[config.mk]
export PLATFORM = sky130hd
export DESIGN_NAME = high_side_switch_overcurrent_guard
export DESIGN_NICKNAME = d
export VERILOG_FILES = /design/src/sv/hsog_pkg.sv /design/src/sv/hsog_window.sv /design/src/sv/hsog_sense.sv /design/src/sv/hsog_ctrl.sv /design/src/sv/high_side_switch_overcurrent_guard.sv
export SDC_FILE = /design/constraint.sdc
export NUM_CORES = 1
export LEC_CHECK = 0
export BUFFER_PORTS_ARGS = -buffer_cell sky130_fd_sc_hd__clkbuf_2
export CORE_MARGIN = 3
export CORE_UTILIZATION = 25
export CTS_BUF_LIST = sky130_fd_sc_hd__clkbuf_8 sky130_fd_sc_hd__clkbuf_16
export CTS_CLUSTER_SIZE = 20
export DETAILED_ROUTE_END_ITERATION = 10
export RECOVER_POWER = 25
export SYNTH_ARGS = -nofsm -noshare
export SYNTH_HDL_FRONTEND = slang
export SYNTH_SLANG_ARGS = --single-unit
[constraint.sdc]
create_clock -name clk -period 26.1 [get_ports clk]
set_input_delay 5.22 -clock clk [delete_from_list [all_inputs] [get_ports clk]]
set_output_delay 5.22 -clock clk [all_outputs]
set_load 0.01 [all_outputs]
[src/sv/hsog_pkg.sv]
package hsog_pkg;

	// Fixed sampling and scaling constants
	localparam logic [15:0] MIN_READ_DELAY = 16'd100;
	localparam logic [16:0] NOISE_FLOOR_MA = 17'd500;
	localparam logic [15:0] FAULT_LEVEL    = 16'd30000;
	localparam logic [16:0] CUR_MAX        = 17'h1FFFF;
	localparam logic [7:0]  TRIP_MAX       = 8'hFF;
	localparam int          FRAC_BITS      = 16;
	localparam int          PROD_W         = 40;
	localparam int          CFG_DATA_W     = 24;
	localparam int          CFG_INDEX_W    = 3;

	// Channel states
	localparam logic [1:0] ST_OFF   = 2'd0;
	localparam logic [1:0] ST_ON    = 2'd1;
	localparam logic [1:0] ST_OC    = 2'd2;
	localparam logic [1:0] ST_FAULT = 2'd3;

	// Drive codes
	localparam logic [1:0] DRV_OFF    = 2'd0;
	localparam logic [1:0] DRV_STEADY = 2'd1;
	localparam logic [1:0] DRV_PWM    = 2'd2;

	// Retry modes; the unused code behaves as endless
	localparam logic [1:0] RETRY_NONE    = 2'd0;
	localparam logic [1:0] RETRY_COUNT   = 2'd1;
	localparam logic [1:0] RETRY_ENDLESS = 2'd2;

	// Register indexes
	localparam logic [CFG_INDEX_W-1:0] CFG_ENABLE       = 3'd0;
	localparam logic [CFG_INDEX_W-1:0] CFG_NORMAL_LIMIT = 3'd1;
	localparam logic [CFG_INDEX_W-1:0] CFG_INRUSH_LIMIT = 3'd2;
	localparam logic [CFG_INDEX_W-1:0] CFG_INRUSH_WIN   = 3'd3;
	localparam logic [CFG_INDEX_W-1:0] CFG_RETRY_MODE   = 3'd4;
	localparam logic [CFG_INDEX_W-1:0] CFG_RETRY_LIMIT  = 3'd5;
	localparam logic [CFG_INDEX_W-1:0] CFG_RETRY_DELAY  = 3'd6;
	localparam logic [CFG_INDEX_W-1:0] CFG_SENSE_SCALE  = 3'd7;

	typedef struct packed {
		logic        request_on;
		logic [31:0] now_ms;
		logic [15:0] sense_raw;
		logic        pwm_active;
		logic [15:0] pwm_count;
		logic [15:0] pwm_compare;
	} tick_t;

	typedef struct packed {
		logic [1:0]  drive_mode;
		logic [1:0]  channel_state;
		logic [16:0] load_current_ma;
		logic [7:0]  trip_count;
		logic        inrush_active;
	} report_t;

	typedef struct packed {
		logic        channel_enable;
		logic [16:0] normal_limit_ma;
		logic [16:0] inrush_limit_ma;
		logic [15:0] inrush_window_ms;
		logic [1:0]  retry_mode;
		logic [7:0]  retry_limit;
		logic [15:0] retry_delay_ms;
		logic [23:0] sense_scale;
	} cfg_t;

	// Sense path result handed to the state machine
	typedef struct packed {
		logic [16:0] load_ma;
		logic        hw_fault;
	} sense_t;

endpackage

[src/sv/hsog_window.sv]
module hsog_window
	import hsog_pkg::*;
(
	input  tick_t tick,
	output logic  stable
);

	logic [17:0] count_x3;

	// cnt > compare/3 is the same as 3*cnt > compare, so no divider is needed
	assign count_x3 = {2'b00, tick.pwm_count} + {1'b0, tick.pwm_count, 1'b0};

	// Flag a counter value inside the stable part of the on phase
	assign stable = (tick.pwm_compare > MIN_READ_DELAY) &&
			(tick.pwm_count > MIN_READ_DELAY) &&
			(tick.pwm_count < tick.pwm_compare) &&
			(count_x3 > {2'b00, tick.pwm_compare});

endmodule

[src/sv/hsog_sense.sv]
module hsog_sense
	import hsog_pkg::*;
(
	input  logic        clk,
	input  logic        arst_n,
	input  logic        fire,
	input  logic        enable,
	input  logic        on_state,
	input  logic        stable,
	input  tick_t       tick,
	input  logic [23:0] sense_scale,
	output sense_t      sense
);

	logic [15:0]       held_q;
	logic              gated;
	logic [15:0]       sample;
	logic [PROD_W-1:0] prod;
	logic [PROD_W-1:0] rounded;
	logic [23:0]       scaled;
	logic [16:0]       sat_ma;

	// Hold the last stable sample while PWM drives the channel
	assign gated  = tick.pwm_active && on_state;
	assign sample = (gated && !stable) ? held_q : tick.sense_raw;

	always_ff @(posedge clk or negedge arst_n) begin
		if (!arst_n) begin
			held_q <= '0;
		end else if (fire && enable && gated && stable) begin
			held_q <= tick.sense_raw;
		end
	end

	// Scale to milliamps, round half up, saturate, then apply the noise floor
	assign prod    = PROD_W'(sample) * PROD_W'(sense_scale);
	assign rounded = prod + (PROD_W'(1) << (FRAC_BITS - 1));
	assign scaled  = rounded[PROD_W-1:FRAC_BITS];
	assign sat_ma  = (scaled > 24'(CUR_MAX)) ? CUR_MAX : scaled[16:0];

	assign sense.load_ma  = (sat_ma <= NOISE_FLOOR_MA) ? '0 : sat_ma;
	assign sense.hw_fault = sample > FAULT_LEVEL;

endmodule

[src/sv/hsog_ctrl.sv]
module hsog_ctrl
	import hsog_pkg::*;
(
	input  logic    clk,
	input  logic    arst_n,
	input  logic    fire,
	input  cfg_t    cfg,
	input  tick_t   tick,
	input  sense_t  sense,
	output logic    on_state,
	output report_t rpt
);

	logic [1:0]  mode_q, mode_d, start_mode;
	logic [7:0]  trip_q, trip_d;
	logic [31:0] son_q, son_d;
	logic [31:0] ttime_q, ttime_d;
	logic [31:0] since_on, since_trip;
	logic [16:0] limit;
	logic        inrush;
	logic        give_up;
	logic        retry_due;
	logic [1:0]  drive;

	// Wrap-safe elapsed times
	assign since_on   = tick.now_ms - son_q;
	assign since_trip = tick.now_ms - ttime_q;
	assign inrush     = since_on < {16'b0, cfg.inrush_window_ms};
	assign retry_due  = since_trip > {16'b0, cfg.retry_delay_ms};
	assign limit      = inrush ? cfg.inrush_limit_ma : cfg.normal_limit_ma;
	assign give_up    = (cfg.retry_mode == RETRY_NONE) ||
			((cfg.retry_mode == RETRY_COUNT) && (trip_q >= cfg.retry_limit));
	assign start_mode = sense.hw_fault ? ST_FAULT : mode_q;
	assign on_state   = mode_q == ST_ON;

	// Next state for the item in the input stage
	always_comb begin
		mode_d  = mode_q;
		trip_d  = trip_q;
		son_d   = son_q;
		ttime_d = ttime_q;
		drive   = DRV_OFF;
		if (!cfg.channel_enable) begin
			mode_d = ST_OFF;
			trip_d = '0;
		end else begin
			mode_d = start_mode;
			unique case (start_mode)
				ST_OFF: begin
					trip_d = '0;
					if (tick.request_on) begin
						son_d  = tick.now_ms;
						mode_d = ST_ON;
					end
				end
				ST_ON: begin
					drive = tick.pwm_active ? DRV_PWM : DRV_STEADY;
					if (!tick.request_on) begin
						mode_d = ST_OFF;
					end
					// Overcurrent beats the off request
					if (sense.load_ma > limit) begin
						ttime_d = tick.now_ms;
						if (trip_q != TRIP_MAX) begin
							trip_d = trip_q + 8'd1;
						end
						mode_d = ST_OC;
					end
				end
				ST_OC: begin
					if (give_up) begin
						mode_d = ST_FAULT;
					end else if (retry_due) begin
						son_d  = tick.now_ms;
						mode_d = ST_ON;
					end
					if (!tick.request_on) begin
						mode_d = ST_OFF;
					end
				end
				ST_FAULT: begin
					mode_d = ST_FAULT;
				end
			endcase
		end
	end

	// Advance the state on each transfer into the result register
	always_ff @(posedge clk or negedge arst_n) begin
		if (!arst_n) begin
			mode_q  <= ST_OFF;
			trip_q  <= '0;
			son_q   <= '0;
			ttime_q <= '0;
		end else if (fire) begin
			mode_q  <= mode_d;
			trip_q  <= trip_d;
			son_q   <= son_d;
			ttime_q <= ttime_d;
		end
	end

	// Build the result; a disabled channel reports zero current and no inrush
	always_comb begin
		rpt.drive_mode      = drive;
		rpt.channel_state   = mode_d;
		rpt.load_current_ma = cfg.channel_enable ? sense.load_ma : '0;
		rpt.trip_count      = trip_d;
		rpt.inrush_active   = cfg.channel_enable && inrush;
	end

endmodule

[src/sv/high_side_switch_overcurrent_guard.sv]
// Channel   Handshake                    Payload
// tick      tick_valid / tick_ready      tick (tick_t)
// report    report_valid / report_ready  report (report_t)
// config    cfg_we                       cfg_index, cfg_data
//
// One tick per cycle while report_ready holds; ticks pass the input, then the result register.
// The input register feeds one pass of sample select, a 16x24 multiply and the state machine.
// arst_n clears the state machine, held sample, configuration and both valid flags.
// A stalled report holds in the result register while the next tick waits in the input register.
module high_side_switch_overcurrent_guard
	import hsog_pkg::*;
(
	input  logic                   clk,
	input  logic                   arst_n,
	input  logic                   tick_valid,
	output logic                   tick_ready,
	input  tick_t                  tick,
	output logic                   report_valid,
	input  logic                   report_ready,
	output report_t                report,
	input  logic                   cfg_we,
	input  logic [CFG_INDEX_W-1:0] cfg_index,
	input  logic [CFG_DATA_W-1:0]  cfg_data
);

	cfg_t    cfg_q;
	tick_t   tick_s1;
	logic    stable_s1;
	logic    valid_s1;
	logic    stable;
	logic    fire;
	logic    on_state;
	logic    out_valid_q;
	report_t report_q;
	report_t rpt;
	sense_t  sense;

	// Configuration registers
	always_ff @(posedge clk or negedge arst_n) begin
		if (!arst_n) begin
			cfg_q <= '0;
		end else if (cfg_we) begin
			unique case (cfg_index)
				CFG_ENABLE:       cfg_q.channel_enable   <= cfg_data[0];
				CFG_NORMAL_LIMIT: cfg_q.normal_limit_ma  <= cfg_data[16:0];
				CFG_INRUSH_LIMIT: cfg_q.inrush_limit_ma  <= cfg_data[16:0];
				CFG_INRUSH_WIN:   cfg_q.inrush_window_ms <= cfg_data[15:0];
				CFG_RETRY_MODE:   cfg_q.retry_mode       <= cfg_data[1:0];
				CFG_RETRY_LIMIT:  cfg_q.retry_limit      <= cfg_data[7:0];
				CFG_RETRY_DELAY:  cfg_q.retry_delay_ms   <= cfg_data[15:0];
				CFG_SENSE_SCALE:  cfg_q.sense_scale      <= cfg_data[23:0];
			endcase
		end
	end

	hsog_window u_window (
		.tick   (tick),
		.stable (stable)
	);

	// Flow control: the input stage moves on when the result register is empty or being read out
	assign fire       = valid_s1 && (!out_valid_q || report_ready);
	assign tick_ready = !valid_s1 || fire;

	always_ff @(posedge clk or negedge arst_n) begin
		if (!arst_n) begin
			valid_s1 <= 1'b0;
		end else if (tick_ready) begin
			valid_s1 <= tick_valid;
		end
	end

	// Capture the tick and its precomputed window flag
	always_ff @(posedge clk) begin
		if (tick_valid && tick_ready) begin
			tick_s1   <= tick;
			stable_s1 <= stable;
		end
	end

	hsog_sense u_sense (
		.clk         (clk),
		.arst_n      (arst_n),
		.fire        (fire),
		.enable      (cfg_q.channel_enable),
		.on_state    (on_state),
		.stable      (stable_s1),
		.tick        (tick_s1),
		.sense_scale (cfg_q.sense_scale),
		.sense       (sense)
	);

	hsog_ctrl u_ctrl (
		.clk      (clk),
		.arst_n   (arst_n),
		.fire     (fire),
		.cfg      (cfg_q),
		.tick     (tick_s1),
		.sense    (sense),
		.on_state (on_state),
		.rpt      (rpt)
	);

	// Result register
	always_ff @(posedge clk or negedge arst_n) begin
		if (!arst_n) begin
			out_valid_q <= 1'b0;
		end else if (fire) begin
			out_valid_q <= 1'b1;
		end else if (report_ready) begin
			out_valid_q <= 1'b0;
		end
	end

	always_ff @(posedge clk) begin
		if (fire) begin
			report_q <= rpt;
		end
	end

	assign report_valid = out_valid_q;
	assign report       = report_q;

`ifndef SYNTH
	a_fault_drive_off: assert property (@(posedge clk) disable iff (!arst_n)
		out_valid_q && report_q.channel_state == ST_FAULT |-> report_q.drive_mode == DRV_OFF)
		else $error("fault state reported with drive on");

	a_drive_code: assert property (@(posedge clk) disable iff (!arst_n)
		out_valid_q |-> report_q.drive_mode != 2'd3)
		else $error("undefined drive code");

	a_noise_floor: assert property (@(posedge clk) disable iff (!arst_n)
		out_valid_q && report_q.load_current_ma != '0 |->
		report_q.load_current_ma > NOISE_FLOOR_MA)
		else $error("current below noise floor not suppressed");

	a_stall_cause: assert property (@(posedge clk) disable iff (!arst_n)
		!tick_ready |-> valid_s1 && out_valid_q && !report_ready)
		else $error("input stalled without a blocked result");

	a_off_clears: assert property (@(posedge clk) disable iff (!arst_n)
		fire && !cfg_q.channel_enable |=>
		report_q.channel_state == ST_OFF && report_q.trip_count == '0)
		else $error("disabled channel not forced off");
`endif

endmodule
==> flow_summary.yaml, run 1 <==
yosys:
  netlist_area_mm2: 0.03026
  synthCells: 3138
  synth_compound_area_share_pct: 10.54
  synth_top_area_share_pct: 20.37
  synth_adder_area_share_pct: 32.98
  synthesis.nets: 3865
  yosysSeqAreaShare_pct: 24.00
  async_flop_share_pct: 70.44
  synth_cell_types: 79
  synth_ff_type: "dfrtp_1"
  synth_top_cell_by_area: "fa_1"
  synth_edf_count: 81
  ys_seq_elements: 274
  synthMuxAreaShare_pct: 8.484
  yosys.area_share.simple_pct: 13.18
  avgSynthCellArea_um2: 9.644
  yosysWarningCount: 0
  synthXorXnorAreaFrac_pct: 2.315
  synth.area.top_cells: "fa_1, dfrtp_1, ha_1"
  synth_top_family_by_area: "adder cells"
die:
  fp-row-count: 127
  dieArea_mm2: 0.1253
  io_pins: 146
  initial_utilization_pct: 25.23
  die_w_um: 353.9
  die_y_um: 353.9
  core-area_mm2: 0.1200
clock_network:
  clock_sinks: 274
  cts_tree: "done"
  htree_levels: 2
  ctsResizeCount: 0
  cts_buffers: 35
  clkLatencyLatePin_ps: 570
  clk_pin_slew_ps: 60
  root_buffer: "clkbuf_16"
  post_cts_buffers: 0
  clockBufferDepth: 3
  holdBufCountCts: 0
layout:
  instances_no_fill: 4864
  final_cell_mix: "inv_1, nand2_1, fa_1"
  num-nets-final: 3951
  mostFrequentLayoutCell: "inv_1"
  area_growth_pct: 11.90
  drive_gt1_share_pct: 13.38
routing:
  route.detailed.drc: 0
  wire_per_inst_um: 17.19
  firstDrtPassIters: 5
  antenna_left: 0
  vias_per_cell: 4.601
  dr.first_iter.drc_count: 1469
  vias: 22380
  drt_wl_total_um: 83590
worst_setup_path:
  critPathLaunchType: "register"
  crit_path_frequent_cell: "fa_1"
  worstSetupPathType: "reg2reg"
  slowest_delay_ps: 1100
  cp_slowest_cell: "and4bb_1"
  required_ps: 26540
  end_kind: "register"
  arrival_ps: 13130
  cp_max_fo: 32
sta:
  fin_crit_ps: 12690
  period_share_pct: 48.64
  rsz0062_at_grt: "no"
  worst_pin_slew_ps: 4100
  maxSlewViolCount: 94
  setup_tns_ps: 0
  report.final.setup_viol: 0
  clock_skew_ps: 31.01
  finalHoldViolCount: 0
  slew_headroom_pct: -173.3
  fmax_mhz: 78.78
run_status:
  violations: "max-capacitance violations, max-slew violations"
  outcome: "complete, but fails checks"
grt:
  grt_max_degree: 69
  grt.total_usage_pct: 13.38
  grt_pass1_vias: 22980
  overflow: 0
  antenna_found_initial: 10
  grt_pass1_wl_um: 132800
placed_design:
  dp_hpwl_um: 66360
  globalplace.congestion: 0.8728
  placedCellCount: 4799
  port_buffers: 145
worst_hold_path:
  hold_path_class: "reg2reg"
job:
  drv_cap: 2
==> stage by stage <==
| step | worst slack, ps | hold slack, ps | instance area [µm²] | utilization, % |
|---|---|---|---|---|
| final | 13410 | 486.9 | 33870 | 28.23 |
| after global routing | 12560 | 516.6 | 33860 | 28.22 |
| after CTS | 13410 | 489.1 | 33890 | 28.25 |
| after detailed placement | 13470 | 477.8 | 32660 | 27.23 |
| after global placement | 13710 | 467.2 | 32660 | 27.23 |
| after floorplan | 15450 | 456.9 | 30260 | - |
==> cell usage after synthesis, drive strengths merged (20+ instances only) <==
library cell,n
edfxtp,81
fa,308
buf,24
nor3,35
a21oi,131
nand3,38
xnor2,46
inv,556
mux2,199
nand2b,23
nand2,317
mux2i,21
o21ai,97
nor2,97
xor2,34
ha,305
o21a,29
nand4,33
dfrtp,193
clkbuf,86
a21o,57
a211oi,20
and2,178
==> worst paths after layout <==
| kind | cells past startpoint | endpoint | from | slack [ps] |
|---|---|---|---|---|
| worst max-delay path | 33 | u_ctrl.ttime_q[17] | u_ctrl.mode_q[1] | 13410 |
| worst min-delay path | 1 | report_valid | valid_s1 | 490 |
| worst max register to register | 33 | u_ctrl.ttime_q[17] | u_ctrl.mode_q[1] | 13410 |
| worst min register to register | 1 | report_valid | valid_s1 | 490 |
| max in group asynchronous | 3 | cfg_q[80] | arst_n | 16630 |
| min in group asynchronous | 1 | report_valid | arst_n | 6080 |
==> cell type report <==
type / count / area (µm²)
Tap cell: 1612 / 2017
Multi-Input combinational cell: 2198 / 20460
Fill cell: 12620 / 86110
Sequential cell: 274 / 7262
Clock inverter: 24 / 282.8
Antenna cell: 2 / 5.005
Timing Repair Buffer: 159 / 812.0
Inverter: 556 / 2087
Clock buffer: 39 / 942.2
==> cell families (layout without fill, tap and decap cells) <==
kind of cell / Yosys count / count (layout)
buf+inv: 666 / 778
xor+xnor: 80 / 80
fa+ha+maj: 613 / 613
mux: 220 / 220
other cells: 0 / 2
compound gates: 481 / 481
flops: 274 / 274
simple gates: 804 / 804
==> routing by layer <==
metal  up-vias  share of wire (%)  global-route usage (%)
met3       103                7.2                   2.782
met1     11110                 46                   18.73
li1      10540                  -                       -
met5         -              0.050                       0
met4         6                1.7                   2.596
met2       621                 45                   21.38
==> registers in the layout (all words and copies together) (netlist names), 2 cells and up <==
signal and count:
u_ctrl.ttime_q 32, report 30, u_ctrl.trip_q 8, u_ctrl.mode_q 2, u_ctrl.son_q 32, cfg_q 101, u_sense.held_q 16, tick_s1 50
==> critical path, delay by kind of cell, from the launching register on <==
family	cells	cell delay (ps)
AO/OA/AOI/OAI	12	3070
XOR/XNOR	1	160
adder cells (fa/ha/maj)	8	4030
buffers and inverters	3	150
flip-flops	1	530
multiplexers	2	1130
AND/OR/NAND/NOR	7	3400
Power of run 1 is left out: the tool's default activity adds up to more than one toggle a clock period on the data nets, which glitch-free logic cannot reach.
==> inputs of run 2 (changes only) <==
==> constraint.sdc (replaced) <==
create_clock -name clk -period 10.7 [get_ports clk]
set_input_delay 2.14 -clock clk [delete_from_list [all_inputs] [get_ports clk]]
set_output_delay 2.14 -clock clk [all_outputs]
set_load 0.01 [all_outputs]
==> run 2 against run 1 <==
Compared with the run above: the run still ends with max-capacitance violations, max-slew violations left; wire length down 1.3%; critical endpoint is now u_ctrl.trip_q[5]; largest cell class unchanged; design area up 0.84%; hold slack worse by 4.3 ps; via count down 0.21%; sequential share of layout area down 0.18 points; final cell count up 0.62%; register-to-register slack worse by 13000 ps; clock skew down 3.4 ps; first-iteration DRC count down 10%; fmax up 25%; worst setup slack worse by 13000 ps; highest routed layer unchanged.
==> flow_summary.yaml, run 2 (same netlist as run 1, synthesis figures left out) <==
run_status:
  outcome: "complete, but fails checks"
  violations: "max-capacitance violations, max-slew violations"
routing:
  vias_per_cell: 4.564
  wire_per_inst_um: 16.86
  route.detailed.drc: 0
  firstDrtPassIters: 5
  vias: 22330
  dr.first_iter.drc_count: 1321
  drt_wl_total_um: 82510
  antenna_left: 0
die:
  io_pins: 146
  dieArea_mm2: 0.1253
  initial_utilization_pct: 25.23
  die_w_um: 353.9
  die_y_um: 353.9
  fp-row-count: 127
  core-area_mm2: 0.1200
grt:
  grt_pass1_vias: 23170
  antenna_found_initial: 12
  grt_max_degree: 74
  grt_pass1_wl_um: 132200
  overflow: 0
  grt.total_usage_pct: 13.20
clock_network:
  clock_sinks: 274
  cts_buffers: 34
  clkLatencyLatePin_ps: 570
  clk_pin_slew_ps: 60
  clockBufferDepth: 3
  cts_tree: "done"
  htree_levels: 2
  root_buffer: "clkbuf_16"
sta:
  maxSlewViolCount: 90
  finalHoldViolCount: 0
  setup_tns_ps: 0
  fin_crit_ps: 10130
  rsz0062_at_grt: "no"
  worst_pin_slew_ps: 3789
  period_share_pct: 94.67
  clock_skew_ps: 27.61
  slew_headroom_pct: -152.6
  fmax_mhz: 98.72
  report.final.setup_viol: 0
worst_setup_path:
  cp.buffers_inverters: 6
  worstSetupPathType: "reg2reg"
  required_ps: 11150
  cp_top_family: "adder cells"
  cp_slowest_cell: "fa_1"
  end_kind: "register"
  arrival_ps: 10580
  slowest_delay_ps: 560
  cp_max_fo: 24
  crit_path_frequent_cell: "fa_1"
  critPathLaunchType: "register"
layout:
  top_register: "cfg_q"
  drive_gt1_share_pct: 14.27
  num-nets-final: 3980
  area_growth_pct: 12.84
  final_cell_mix: "inv_1, nand2_1, fa_1"
  nFillCells: 12630
  top_regs: "cfg_q (101), tick_s1 (50)"
  largest_reg_flops: 101
  mostFrequentLayoutCell: "inv_1"
job:
  drv_cap: 2
worst_hold_path:
  hold_path_class: "reg2reg"
placed_design:
  port_buffers: 145
  dp_hpwl_um: 66420
  globalplace.congestion: 0.8573
-- run 2: area by class of cell --
type / count / area, µm² / area share [%]
Multi-Input combinational cell: 2198 / 20550 / 60.19
Sequential cell: 274 / 7262 / 21.27
Inverter: 556 / 2087 / 6.111
Tap cell: 1612 / 2017 / 5.906
Timing Repair Buffer: 189 / 1066 / 3.122
Clock buffer: 40 / 955.9 / 2.799
Clock inverter: 22 / 198.9 / 0.5826
Antenna cell: 3 / 7.507 / 0.02198
-- run 2: path summary, 6_finish.rpt --
| check | start | to | slack [ps] | depth (start not counted) |
|---|---|---|---|---|
| setup / recovery | stable_s1 | u_ctrl.trip_q[5] | 570 | 37 |
| hold / removal | valid_s1 | report_valid | 480 | 1 |
| setup reg to reg | stable_s1 | u_ctrl.trip_q[5] | 570 | 37 |
| hold reg to reg | valid_s1 | report_valid | 480 | 1 |
| max in group asynchronous | arst_n | u_sense.held_q[15] | 4550 | 3 |
| min in group asynchronous | arst_n | report_valid | 2880 | 1 |
-- run 2: what timing repair did --
| action | in CTS | in global routing |
|---|---|---|
| endpoints found under the setup margin | 0 | 50 |
| hold buffers | 0 | 0 |
| setup buffers | 0 | 3 |
| resized for setup | 0 | 29 |
-- run 2: metal layers --
layer / part of all wire, % / routed length (µm) / GRT usage (%)
met1: 47 / 38460 / 18.62
met2: 46 / 38010 / 21.36
met3: 6.0 / 4955 / 2.431
met5: 0.055 / 45 / 0
met4: 1.3 / 1044 / 2.155
-- run 2: through the flow --
| stage | std cells | area [µm²] | utilization [%] | setup slack, ps | hold slack, ps |
|---|---|---|---|---|---|
| floorplan | 3138 | 30260 | - | 649.5 | 456.9 |
| global placement | 4826 | 32890 | 27.42 | 376.5 | 466.6 |
| detailed placement | 4826 | 32890 | 27.42 | 207.7 | 478.9 |
| CTS | 4888 | 34050 | 28.38 | 133.4 | 487.3 |
| global route | 4891 | 34140 | 28.46 | 2.656 | 516.0 |
| finish | 4894 | 34150 | 28.46 | 570.5 | 482.6 |
Power of run 2 is left out for the same reason.
